[config.mk]
export PLATFORM = sky130hd
export DESIGN_NAME = round_robin_quantum_scheduler
export DESIGN_NICKNAME = d
export VERILOG_FILES = /design/src/design/rrqs_pkg.sv /design/src/design/round_robin_quantum_scheduler.sv
export SDC_FILE = /design/constraint.sdc
export NUM_CORES = 1
export LEC_CHECK = 0
export BUFFER_PORTS_ARGS = -buffer_cell sky130_fd_sc_hd__buf_2
export CORE_UTILIZATION = 50
export CTS_BUF_LIST = sky130_fd_sc_hd__clkbuf_4
export CTS_CLUSTER_DIAMETER = 80
export DETAILED_ROUTE_END_ITERATION = 7
export GPL_ROUTABILITY_DRIVEN = 0
export PLACE_DENSITY = 0.63
export SLEW_MARGIN = 30
export SYNTH_ARGS = -nofsm -noshare
export SYNTH_HDL_FRONTEND = slang
export SYNTH_SLANG_ARGS = --single-unit
[constraint.sdc]
create_clock -name clk -period 11 [get_ports clk]
set_clock_uncertainty 0.2 [all_clocks]
set_input_delay 0.55 -clock clk [delete_from_list [all_inputs] [get_ports clk]]
set_output_delay 0.55 -clock clk [all_outputs]
set_load 0.01 [all_outputs]
[src/design/rrqs_pkg.sv]
`timescale 1ns / 1ps
`default_nettype none
// ----------------------------------------------------------------------------
// rrqs_pkg
// Shared types, codes and defaults of the round-robin quantum scheduler.
// ----------------------------------------------------------------------------
package rrqs_pkg;

	localparam int SLOTS_DEF = 8;
	localparam int QW        = 15;
	localparam int IDW       = 8;
	localparam int TW        = 16;
	localparam int CFG_IW    = 2;

	localparam logic [1:0] OP_TICK   = 2'd0;
	localparam logic [1:0] OP_ADD    = 2'd1;
	localparam logic [1:0] OP_REMOVE = 2'd2;
	localparam logic [1:0] OP_WAIT   = 2'd3;

	localparam logic [1:0] ST_OK       = 2'd0;
	localparam logic [1:0] ST_FULL     = 2'd1;
	localparam logic [1:0] ST_NOTFOUND = 2'd2;
	localparam logic [1:0] ST_NORUN    = 2'd3;

	localparam logic [CFG_IW-1:0] REG_QNORM = 2'd0;
	localparam logic [CFG_IW-1:0] REG_QLONG = 2'd1;
	localparam logic [CFG_IW-1:0] REG_COST  = 2'd2;

	localparam logic [QW-1:0] QNORM_RST = 15'd10;
	localparam logic [QW-1:0] QLONG_RST = 15'd20;
	localparam logic [QW-1:0] COST_RST  = 15'd1;

	typedef struct packed {
		logic [1:0]     op;
		logic [IDW-1:0] task_id;
		logic           long_quantum;
		logic           idle_flag;
		logic           waiting_value;
	} in_t;

	typedef struct packed {
		logic [1:0]     status;
		logic           switched;
		logic [IDW-1:0] running_id;
		logic           running_valid;
	} out_t;

	typedef struct packed {
		logic [IDW-1:0] tid;
		logic [TW-1:0]  remain;
		logic           lq;
		logic           idl;
	} slot_t;

endpackage
`default_nettype wire

[src/design/round_robin_quantum_scheduler.sv]
`timescale 1ns / 1ps
`default_nettype none
// Order of work: a tick on an empty queue finishes straight away; a lasting slice is written
//   back; a reschedule rotates the expired head (if any) and then each waiting head to the
//   tail; an add scans for a free slot; set-waiting scans the slots for the id.
// Remove scans slots, then walks and compacts the queue.
// Throughput: one item at a time; busy falls in the strobe cycle, the receiver cannot stall.
// Reset: queue empty, no slot valid, nothing running, registers at 10 / 20 / 1.
// ----------------------------------------------------------------------------
// round_robin_quantum_scheduler
// Time-slice scheduler: queue order and slot records live in two small
// synchronous memories, walked by a sequencer one entry per step.
// ----------------------------------------------------------------------------
module round_robin_quantum_scheduler #(
	parameter int SLOTS = rrqs_pkg::SLOTS_DEF
) (
	input  wire                          clk,
	input  wire                          arst_n,
	input  wire                          start,
	input  rrqs_pkg::in_t                item,
	output logic                         busy,
	output logic                         done,
	output rrqs_pkg::out_t               res,
	input  wire                          cfg_we,
	input  wire [rrqs_pkg::CFG_IW-1:0]   cfg_index,
	input  wire [rrqs_pkg::QW-1:0]       cfg_data
);
	import rrqs_pkg::*;

	localparam int SW = (SLOTS > 1) ? $clog2(SLOTS) : 1;
	localparam int CW = $clog2(SLOTS + 1);

	localparam logic [3:0] S_IDLE     = 4'd0;
	localparam logic [3:0] S_ADD      = 4'd1;
	localparam logic [3:0] S_FIND_RD  = 4'd2;
	localparam logic [3:0] S_FIND_CMP = 4'd3;
	localparam logic [3:0] S_POS_RD   = 4'd4;
	localparam logic [3:0] S_POS_CMP  = 4'd5;
	localparam logic [3:0] S_SHIFT_RD = 4'd6;
	localparam logic [3:0] S_SHIFT_WR = 4'd7;
	localparam logic [3:0] S_REM_FIN  = 4'd8;
	localparam logic [3:0] S_TICK_RD  = 4'd9;
	localparam logic [3:0] S_TICK_EX  = 4'd10;
	localparam logic [3:0] S_PICK_RD  = 4'd11;
	localparam logic [3:0] S_PICK_CHK = 4'd12;
	localparam logic [3:0] S_PICK_ID  = 4'd13;
	localparam logic [3:0] S_FIN      = 4'd14;

	// circular index add: both operands below SLOTS
	function automatic logic [SW-1:0] wrap_add(input logic [SW-1:0] a, input logic [SW-1:0] b);
		logic [SW:0] sum;
		sum = {1'b0, a} + {1'b0, b};
		if (sum >= (SW+1)'(SLOTS)) begin
			sum = sum - (SW+1)'(SLOTS);
		end
		return sum[SW-1:0];
	endfunction

	// configuration registers
	logic [QW-1:0] qnorm_q, qlong_q, cost_q;

	// sequencer state
	logic [3:0]     state_q;
	in_t            item_q;
	logic [1:0]     status_q;
	logic           sw_q;
	logic [CW-1:0]  cnt_q;
	logic [SW-1:0]  sel_q;

	// queue bookkeeping: head pointer and fill count over the order memory
	logic [SW-1:0]  hd_q;
	logic [CW-1:0]  count_q;

	// per-slot flags held in flops (cleared at reset)
	logic [SLOTS-1:0] valid_q;
	logic [SLOTS-1:0] wait_q;

	// running task
	logic           run_q;
	logic [SW-1:0]  run_slot_q;
	logic [IDW-1:0] run_id_q;

	// result register
	logic           done_q;
	out_t           res_q;

	// queue order memory
	logic [SW-1:0]  q_mem [SLOTS];
	logic           q_we;
	logic [SW-1:0]  q_waddr, q_wdata, q_raddr, q_rdata;

	// slot record memory
	slot_t          s_mem [SLOTS];
	logic           s_we;
	logic [SW-1:0]  s_waddr, s_raddr;
	slot_t          s_wdata, s_rdata;

	logic [SW-1:0]  cidx;
	logic [SW-1:0]  tail;
	logic [TW:0]    tdec;
	logic [QW-1:0]  refill_rd, refill_add;
	logic           tick_exp;

	assign cidx       = cnt_q[SW-1:0];
	assign tail       = wrap_add(hd_q, count_q[SW-1:0]);
	assign tdec       = {s_rdata.remain[TW-1], s_rdata.remain} - {2'b00, cost_q};
	assign refill_rd  = s_rdata.lq ? qlong_q : qnorm_q;
	assign refill_add = item_q.long_quantum ? qlong_q : qnorm_q;
	// an idle task always yields; otherwise expire once time drops to zero or below
	assign tick_exp   = s_rdata.idl || tdec[TW] || (tdec == '0);

	assign busy = (state_q != S_IDLE);
	assign done = done_q;
	assign res  = res_q;

	// memory port control
	always_comb begin
		q_we    = 1'b0;
		q_waddr = tail;
		q_wdata = q_rdata;
		q_raddr = hd_q;
		s_we    = 1'b0;
		s_waddr = run_slot_q;
		s_wdata = s_rdata;
		s_raddr = run_slot_q;
		unique case (state_q)
			S_ADD: begin
				if (!valid_q[cidx]) begin
					s_we           = 1'b1;
					s_waddr        = cidx;
					s_wdata.tid    = item_q.task_id;
					s_wdata.remain = {1'b0, refill_add};
					s_wdata.lq     = item_q.long_quantum;
					s_wdata.idl    = item_q.idle_flag;
					q_we           = 1'b1;
					q_wdata        = cidx;
				end
			end
			S_FIND_RD: begin
				s_raddr = cidx;
			end
			S_POS_RD: begin
				q_raddr = wrap_add(hd_q, cidx);
			end
			S_SHIFT_RD: begin
				q_raddr = wrap_add(hd_q, SW'(cnt_q + CW'(1)));
			end
			S_SHIFT_WR: begin
				// pull the next entry down one place
				q_we    = 1'b1;
				q_waddr = wrap_add(hd_q, cidx);
				q_wdata = q_rdata;
			end
			S_TICK_EX: begin
				s_we = 1'b1;
				if (!s_rdata.idl) begin
					s_wdata.remain = tick_exp ? {1'b0, refill_rd} : tdec[TW-1:0];
				end
				if (tick_exp) begin
					// running task is the head: rotate it to the tail
					q_we    = 1'b1;
					q_wdata = run_slot_q;
				end
			end
			S_PICK_CHK: begin
				s_raddr = q_rdata;
				if (wait_q[q_rdata]) begin
					q_we    = 1'b1;
					q_wdata = q_rdata;
				end
			end
			default: begin
			end
		endcase
	end

	always_ff @(posedge clk) begin
		if (q_we) begin
			q_mem[q_waddr] <= q_wdata;
		end
		q_rdata <= q_mem[q_raddr];
	end

	always_ff @(posedge clk) begin
		if (s_we) begin
			s_mem[s_waddr] <= s_wdata;
		end
		s_rdata <= s_mem[s_raddr];
	end

	// configuration writes
	always_ff @(posedge clk or negedge arst_n) begin
		if (!arst_n) begin
			qnorm_q <= QNORM_RST;
			qlong_q <= QLONG_RST;
			cost_q  <= COST_RST;
		end else if (cfg_we) begin
			case (cfg_index)
				REG_QNORM: qnorm_q <= cfg_data;
				REG_QLONG: qlong_q <= cfg_data;
				REG_COST:  cost_q  <= cfg_data;
				default: begin
				end
			endcase
		end
	end

	// sequencer
	always_ff @(posedge clk or negedge arst_n) begin
		if (!arst_n) begin
			state_q    <= S_IDLE;
			item_q     <= '0;
			status_q   <= ST_OK;
			sw_q       <= 1'b0;
			sel_q      <= '0;
			hd_q       <= '0;
			count_q    <= '0;
			valid_q    <= '0;
			wait_q     <= '0;
			run_q      <= 1'b0;
			run_slot_q <= '0;
			done_q     <= 1'b0;
			cnt_q      <= '0;
		end else begin
			done_q <= (state_q == S_FIN);
			unique case (state_q)
				S_IDLE: begin
					if (start) begin
						item_q   <= item;
						status_q <= ST_OK;
						sw_q     <= 1'b0;
						cnt_q    <= '0;
						case (item.op)
							OP_TICK: begin
								if (count_q == '0) begin
									state_q <= S_FIN;
								end else if (!run_q) begin
									state_q <= S_PICK_RD;
								end else begin
									state_q <= S_TICK_RD;
								end
							end
							OP_ADD: begin
								// slot 0 is never handed out
								cnt_q   <= CW'(1);
								state_q <= S_ADD;
							end
							default: begin
								state_q <= S_FIND_RD;
							end
						endcase
					end
				end
				S_ADD: begin
					if (!valid_q[cidx]) begin
						valid_q[cidx] <= 1'b1;
						wait_q[cidx]  <= 1'b0;
						count_q       <= count_q + CW'(1);
						state_q       <= S_FIN;
					end else if (cnt_q == CW'(SLOTS - 1)) begin
						status_q <= ST_FULL;
						state_q  <= S_FIN;
					end else begin
						cnt_q <= cnt_q + CW'(1);
					end
				end
				S_FIND_RD: begin
					state_q <= S_FIND_CMP;
				end
				S_FIND_CMP: begin
					// lowest valid slot holding the id wins
					if (valid_q[cidx] && (s_rdata.tid == item_q.task_id)) begin
						sel_q <= cidx;
						if (item_q.op == OP_REMOVE) begin
							cnt_q   <= '0;
							state_q <= S_POS_RD;
						end else begin
							wait_q[cidx] <= item_q.waiting_value;
							state_q      <= S_FIN;
						end
					end else if (cnt_q == CW'(SLOTS - 1)) begin
						status_q <= ST_NOTFOUND;
						state_q  <= S_FIN;
					end else begin
						cnt_q   <= cnt_q + CW'(1);
						state_q <= S_FIND_RD;
					end
				end
				S_POS_RD: begin
					state_q <= (cnt_q >= count_q) ? S_REM_FIN : S_POS_CMP;
				end
				S_POS_CMP: begin
					if (q_rdata == sel_q) begin
						count_q <= count_q - CW'(1);
						state_q <= ((cnt_q + CW'(1)) < count_q) ? S_SHIFT_RD : S_REM_FIN;
					end else begin
						cnt_q   <= cnt_q + CW'(1);
						state_q <= S_POS_RD;
					end
				end
				S_SHIFT_RD: begin
					state_q <= S_SHIFT_WR;
				end
				S_SHIFT_WR: begin
					cnt_q   <= cnt_q + CW'(1);
					state_q <= ((cnt_q + CW'(1)) < count_q) ? S_SHIFT_RD : S_REM_FIN;
				end
				S_REM_FIN: begin
					valid_q[sel_q] <= 1'b0;
					wait_q[sel_q]  <= 1'b0;
					if (run_q && (run_slot_q == sel_q)) begin
						run_q <= 1'b0;
						sw_q  <= 1'b1;
					end
					state_q <= S_FIN;
				end
				S_TICK_RD: begin
					state_q <= S_TICK_EX;
				end
				S_TICK_EX: begin
					if (tick_exp) begin
						hd_q    <= wrap_add(hd_q, SW'(1));
						cnt_q   <= '0;
						state_q <= S_PICK_RD;
					end else begin
						state_q <= S_FIN;
					end
				end
				S_PICK_RD: begin
					// a full rotation found no runnable head
					if (cnt_q >= count_q) begin
						sw_q     <= run_q;
						run_q    <= 1'b0;
						status_q <= ST_NORUN;
						state_q  <= S_FIN;
					end else begin
						state_q <= S_PICK_CHK;
					end
				end
				S_PICK_CHK: begin
					if (wait_q[q_rdata]) begin
						hd_q    <= wrap_add(hd_q, SW'(1));
						cnt_q   <= cnt_q + CW'(1);
						state_q <= S_PICK_RD;
					end else begin
						run_q      <= 1'b1;
						run_slot_q <= q_rdata;
						sw_q       <= !(run_q && (run_slot_q == q_rdata));
						state_q    <= S_PICK_ID;
					end
				end
				S_PICK_ID: begin
					state_q <= S_FIN;
				end
				S_FIN: begin
					state_q <= S_IDLE;
				end
				default: begin
					state_q <= S_IDLE;
				end
			endcase
		end
	end

	// running id copy, loaded when a new head is chosen
	always_ff @(posedge clk) begin
		if (state_q == S_PICK_ID) begin
			run_id_q <= s_rdata.tid;
		end
		if (state_q == S_FIN) begin
			res_q.status        <= status_q;
			res_q.switched      <= sw_q;
			res_q.running_id    <= run_q ? run_id_q : '0;
			res_q.running_valid <= run_q;
		end
	end

`ifndef SYNTHESIS
	a_count_range: assert property (@(posedge clk) disable iff (!arst_n)
		count_q < CW'(SLOTS))
		else $error("queue count reached slot count");
	a_run_valid: assert property (@(posedge clk) disable iff (!arst_n)
		(state_q == S_IDLE && run_q) |-> valid_q[run_slot_q])
		else $error("running slot is not valid");
	a_done_after_fin: assert property (@(posedge clk) disable iff (!arst_n)
		done_q |-> ($past(state_q) == S_FIN && state_q == S_IDLE))
		else $error("result strobe without finishing step");
	a_slot0_free: assert property (@(posedge clk) disable iff (!arst_n)
		!valid_q[0])
		else $error("slot 0 was allocated");
`endif

endmodule
`default_nettype wire
==> results list <==
- Most common cell after layout, fill and taps aside: nand2_1
- Top cells by area, synth: edfxtp_1 (42%), dfrtp_1 (13%), nand2_1 (6.7%)
- Final number of max-transition violations: 0
- Cell accounting for the most synthesized area: edfxtp_1
- Count of cell types in the netlist: 80
* Crit-path slowest cell: o21ai_0
* Largest fanout of any net on the critical path: 13
* CTS buffer count: slightly above 100
- For this run, the top clock speed supported by timing is ~0.22 GHz.
* Maximum clock insertion buffer count: 3
* Leakage power figure: between 7 and 8 nW
- After detailed routing, the average wire length per cell comes to approximately 19 um.
* Data required time at the worst endpoint: approximately 11 ns
- The worst path uses 40.6% of the clock period.
- Fill cell instance count of the final layout: 3104
- Largest vdd supply drop: approximately 0.17 mV
* Post-route cell area: roughly 20000 um2
- The first global-routing pass estimated approximately 69 mm of wire.
* Final setup margin: about 6.5 ns
* Hold WS: a little over 0.08 ns
* XOR/XNOR Fraction of Synth Area: roughly 1.9%
- Cells with a size suffix above 1 make up 19.7% of the layout.
- Portion of netlist area occupied by mux cells: a little under 8%
- Placed cell count: around 2100
* Sequential fraction of the synthesis area: between 50% and 60%
- The cell area that synthesis handed to floorplanning was approximately 18000 um2.
* Cell count after synthesis: approximately 1600
- Summed over all layers, the routed wires come to ~44 mm.
- Setup repair after global routing left no endpoint under its margin.
- STA puts the critical path data arrival time at roughly 4.7 ns.
* Avg Inst Size Synth: ~11 um2
* Pwr Total: approximately 6.4 mW
* Adder-Cell Fraction of Synth Area: about 2.7%
- Most used cells in the layout excluding fill and tap cells: nand2_1 (318), edfxtp_1 (252), clkbuf_4 (160), nand3_1 (145), dfrtp_1 (94)
- MaxCap Viol Count: 0
* Total GRT Usage: between 20% and 30%
- Clock tree root driver cell: clkbuf_4
* Routed via count: around 13000
- Hold repair after CTS inserted 30 buffers.
- Part of the power in registers: a little over a third
* Placeable core area: between 30000 and 40000 um2
- The clock reaches the later pin of the worst-skew pair after 0.79 ns.
* Y dimension of the die: 192 um
* ANT nets after route: 0
- Share of synthesized flip-flops with an asynchronous set or reset: between 20% and 30%
- The smallest clock period supported by the final layout is computed as about 4.5 ns.
- The die covers 36900 um2.
* Combinational cell fraction of total power: 43.8%
- Slew @ Worst Pin: ~0.95 ns
* Worst Setup Start Kind: flip-flop
- Internal power: between 3 and 4 mW
- CTS saw around 380 sinks.
- Row generation in the floorplan step produced 69 rows.
- Maximum level of the CTS H-tree: 3
- The run finished with clean final reports.
* Final count of negative-setup-slack endpoints: 0
* PD cells: 314 nW/um2
- Clock-pin slew was measured on the worst setup and hold paths at 0.08 ns.
- Non-filler instance count after layout: between 2000 and 2500
* Initial DRT Pass Iterations: 5
- The count of buffers added on input and output ports is 47.
* Post-DP HPWL: 28.2 mm
- Count of yosys warnings during synthesis: 0
- For this block, the initial DRC count from the detailed router was approximately 1100.
* Setup Slack @ Placement: ~6.5 ns
* Initial cell density of the core: between 50% and 60%
- The total count of hold-check failures in the final report is 0.
- Pin placement for this block handled 48 I/O pins.
- Path class of the lowest-slack min-delay path: input port to async pin
- Pin count of the biggest net entering global routing: between 70 and 80
- The critical path in this run is classified as flip-flop to flip-flop.
* Most used DFF post-synth: edfxtp_1
- Dividing the detail-routed via count by the number of cells gives roughly 5.7.
- TritonCTS built the clock tree.
- Placement Cell Area: 18700 um2
* Longest individual stage delay on the worst path: slightly above 0.8 ns
* Number of antenna violations at the first check in global routing: 3
* Post-layout nets: 1806
- The total overflow left after global routing is 0.
- Synthesis inferred between 300 and 400 register bits.
- Critical Path End Type: flip-flop
- Psw: approximately 2.7 mW
- Headroom to the max-slew limit came out at around 36%.
* Cells resized by post-CTS repair: 0
- Horizontal die dimension: about 190 um
- In this run, synthesis inferred 252 flip-flops with an integrated enable.
- Layout-stage area growth over the synthesis result: 12.8%
* Combinational family with the most area after synthesis: simple AND/OR/NAND/NOR gates
- In the final timing run, aggregate negative setup slack is 0 ns.
- Cells fill a little under three fifths of the core in the end.
- Number of remaining DRC errors: 0
- Post CTS Setup Buffer Count: 0
* Switching share of power: a little over two fifths
- Clk pwr share: 19.7%
- Sequence of cells on the critical path: inv_1, ha_1, fa_1, nand2b_1, a21oi_1, o211ai_1, a21boi_0, mux2_2, nor2_1, a31oi_2, o21ai_0
* Yosys top cell area share: 41.9%
- Fraction of the mapped netlist area in simple logic gates: about 17%
* Via count of the first global-routing pass: 12700
* Complex-gate fraction of the synthesized area: roughly 9%
* Net Count, Synth: between 1500 and 2000
layout make-up:
type	instances	area, um2	area share, %
clock inverters	25	129	0.633
multi-input cells	1120	6970	34.3
repair buffers	96	678	3.33
clock buffers	160	1200	5.90
inverters	36	135	0.664
flip-flops and latches	381	10700	52.4
diodes	1	2.50	0.0123
well taps	461	577	2.83
worst max-delay path: cells and delay by family, from the launching register on:
family	cells	cell delay [ns]
AND/OR/NAND/NOR	2	0.47
multiplexers	1	0.40
flip-flops	1	0.35
AO/OA/AOI/OAI	5	2.03
adder cells (fa/ha/maj)	2	0.58
buffers and inverters	1	0.07
sequential cells by signal, indices dropped and copies added (netlist names), 3 cells and up:
register    count
item_q         13
s_mem         208
cost_q         15
res            12
q_rdata         3
count_q         4
wait_q          8
qnorm_q        15
hd_q            3
state_q         4
q_mem          24
qlong_q        15
cnt_q           4
run_id_q        8
run_slot_q      3
sel_q           3
valid_q         8
s_rdata        26
per-layer routing:
metal,global-route usage (%),vias to the layer above,wire length (um)
li1,-,6163,-
met1,34.4,6327,20000
met2,38.5,423,20400
met3,4.44,81,2610
met4,7.84,2,917
met5,0,-,13
power by group through the flow:
stage	Clock (mW)	Sequential, mW	Combinational (mW)
6_report	1.26	2.33	2.80
2_1_floorplan	0	2.18	2.11
5_1_grt	1.37	2.36	3.12
3_5_place_dp	0	2.35	2.77
4_1_cts	1.30	2.32	2.79
3_3_place_gp	0	2.34	2.73
worst paths after layout:
path | startpoint | endpoint | slack [ns] | cells after the start
max reg2reg | s_rdata[2] | s_mem[2][13] | 6.53 | 11
max | s_rdata[2] | s_mem[2][13] | 6.53 | 11
min reg2reg | status_q[1] | res[11] | 0.25 | 0
min | arst_n | qnorm_q[4] | 0.08 | 2
max in group asynchronous | arst_n | item_q[9] | 9.21 | 3
min in group clk | cfg_index[0] | qnorm_q[1] | 0.20 | 4
cells by family (layout without fill, tap and decap cells):
| family | after synthesis | in the layout |
|---|---|---|
| other cells | 0 | 1 |
| simple gates | 671 | 671 |
| compound gates | 252 | 252 |
| mux | 122 | 122 |
| flops | 381 | 381 |
| buf+inv | 126 | 317 |
| fa+ha+maj | 36 | 36 |
| xor+xnor | 39 | 39 |
cell usage after synthesis, types with 6 or more instances:
cell type  count
nand2_1      321
edfxtp_1     252
nand3_1      146
dfrtp_1       95
o21ai_0       87
nor2_1        79
mux2_2        75
clkbuf_1      71
a21oi_1       64
mux2i_1       40
inv_1         36
ha_1          31
dfxtp_1       29
nor3_1        29
xnor2_1       23
and2_1        16
xor2_1        16
nand2b_1      14
a31oi_1       11
nor3b_1       11
buf_1         10
o211ai_1       9
nand4_1        8
nor4_1         8
o221ai_1       8
buf_2          7
nand3b_1       7
nor2b_1        7
or2_2          7
a21o_1         6
a22oi_1        6
o21a_1         6
Note: power is estimated with default switching activity, not from simulation.
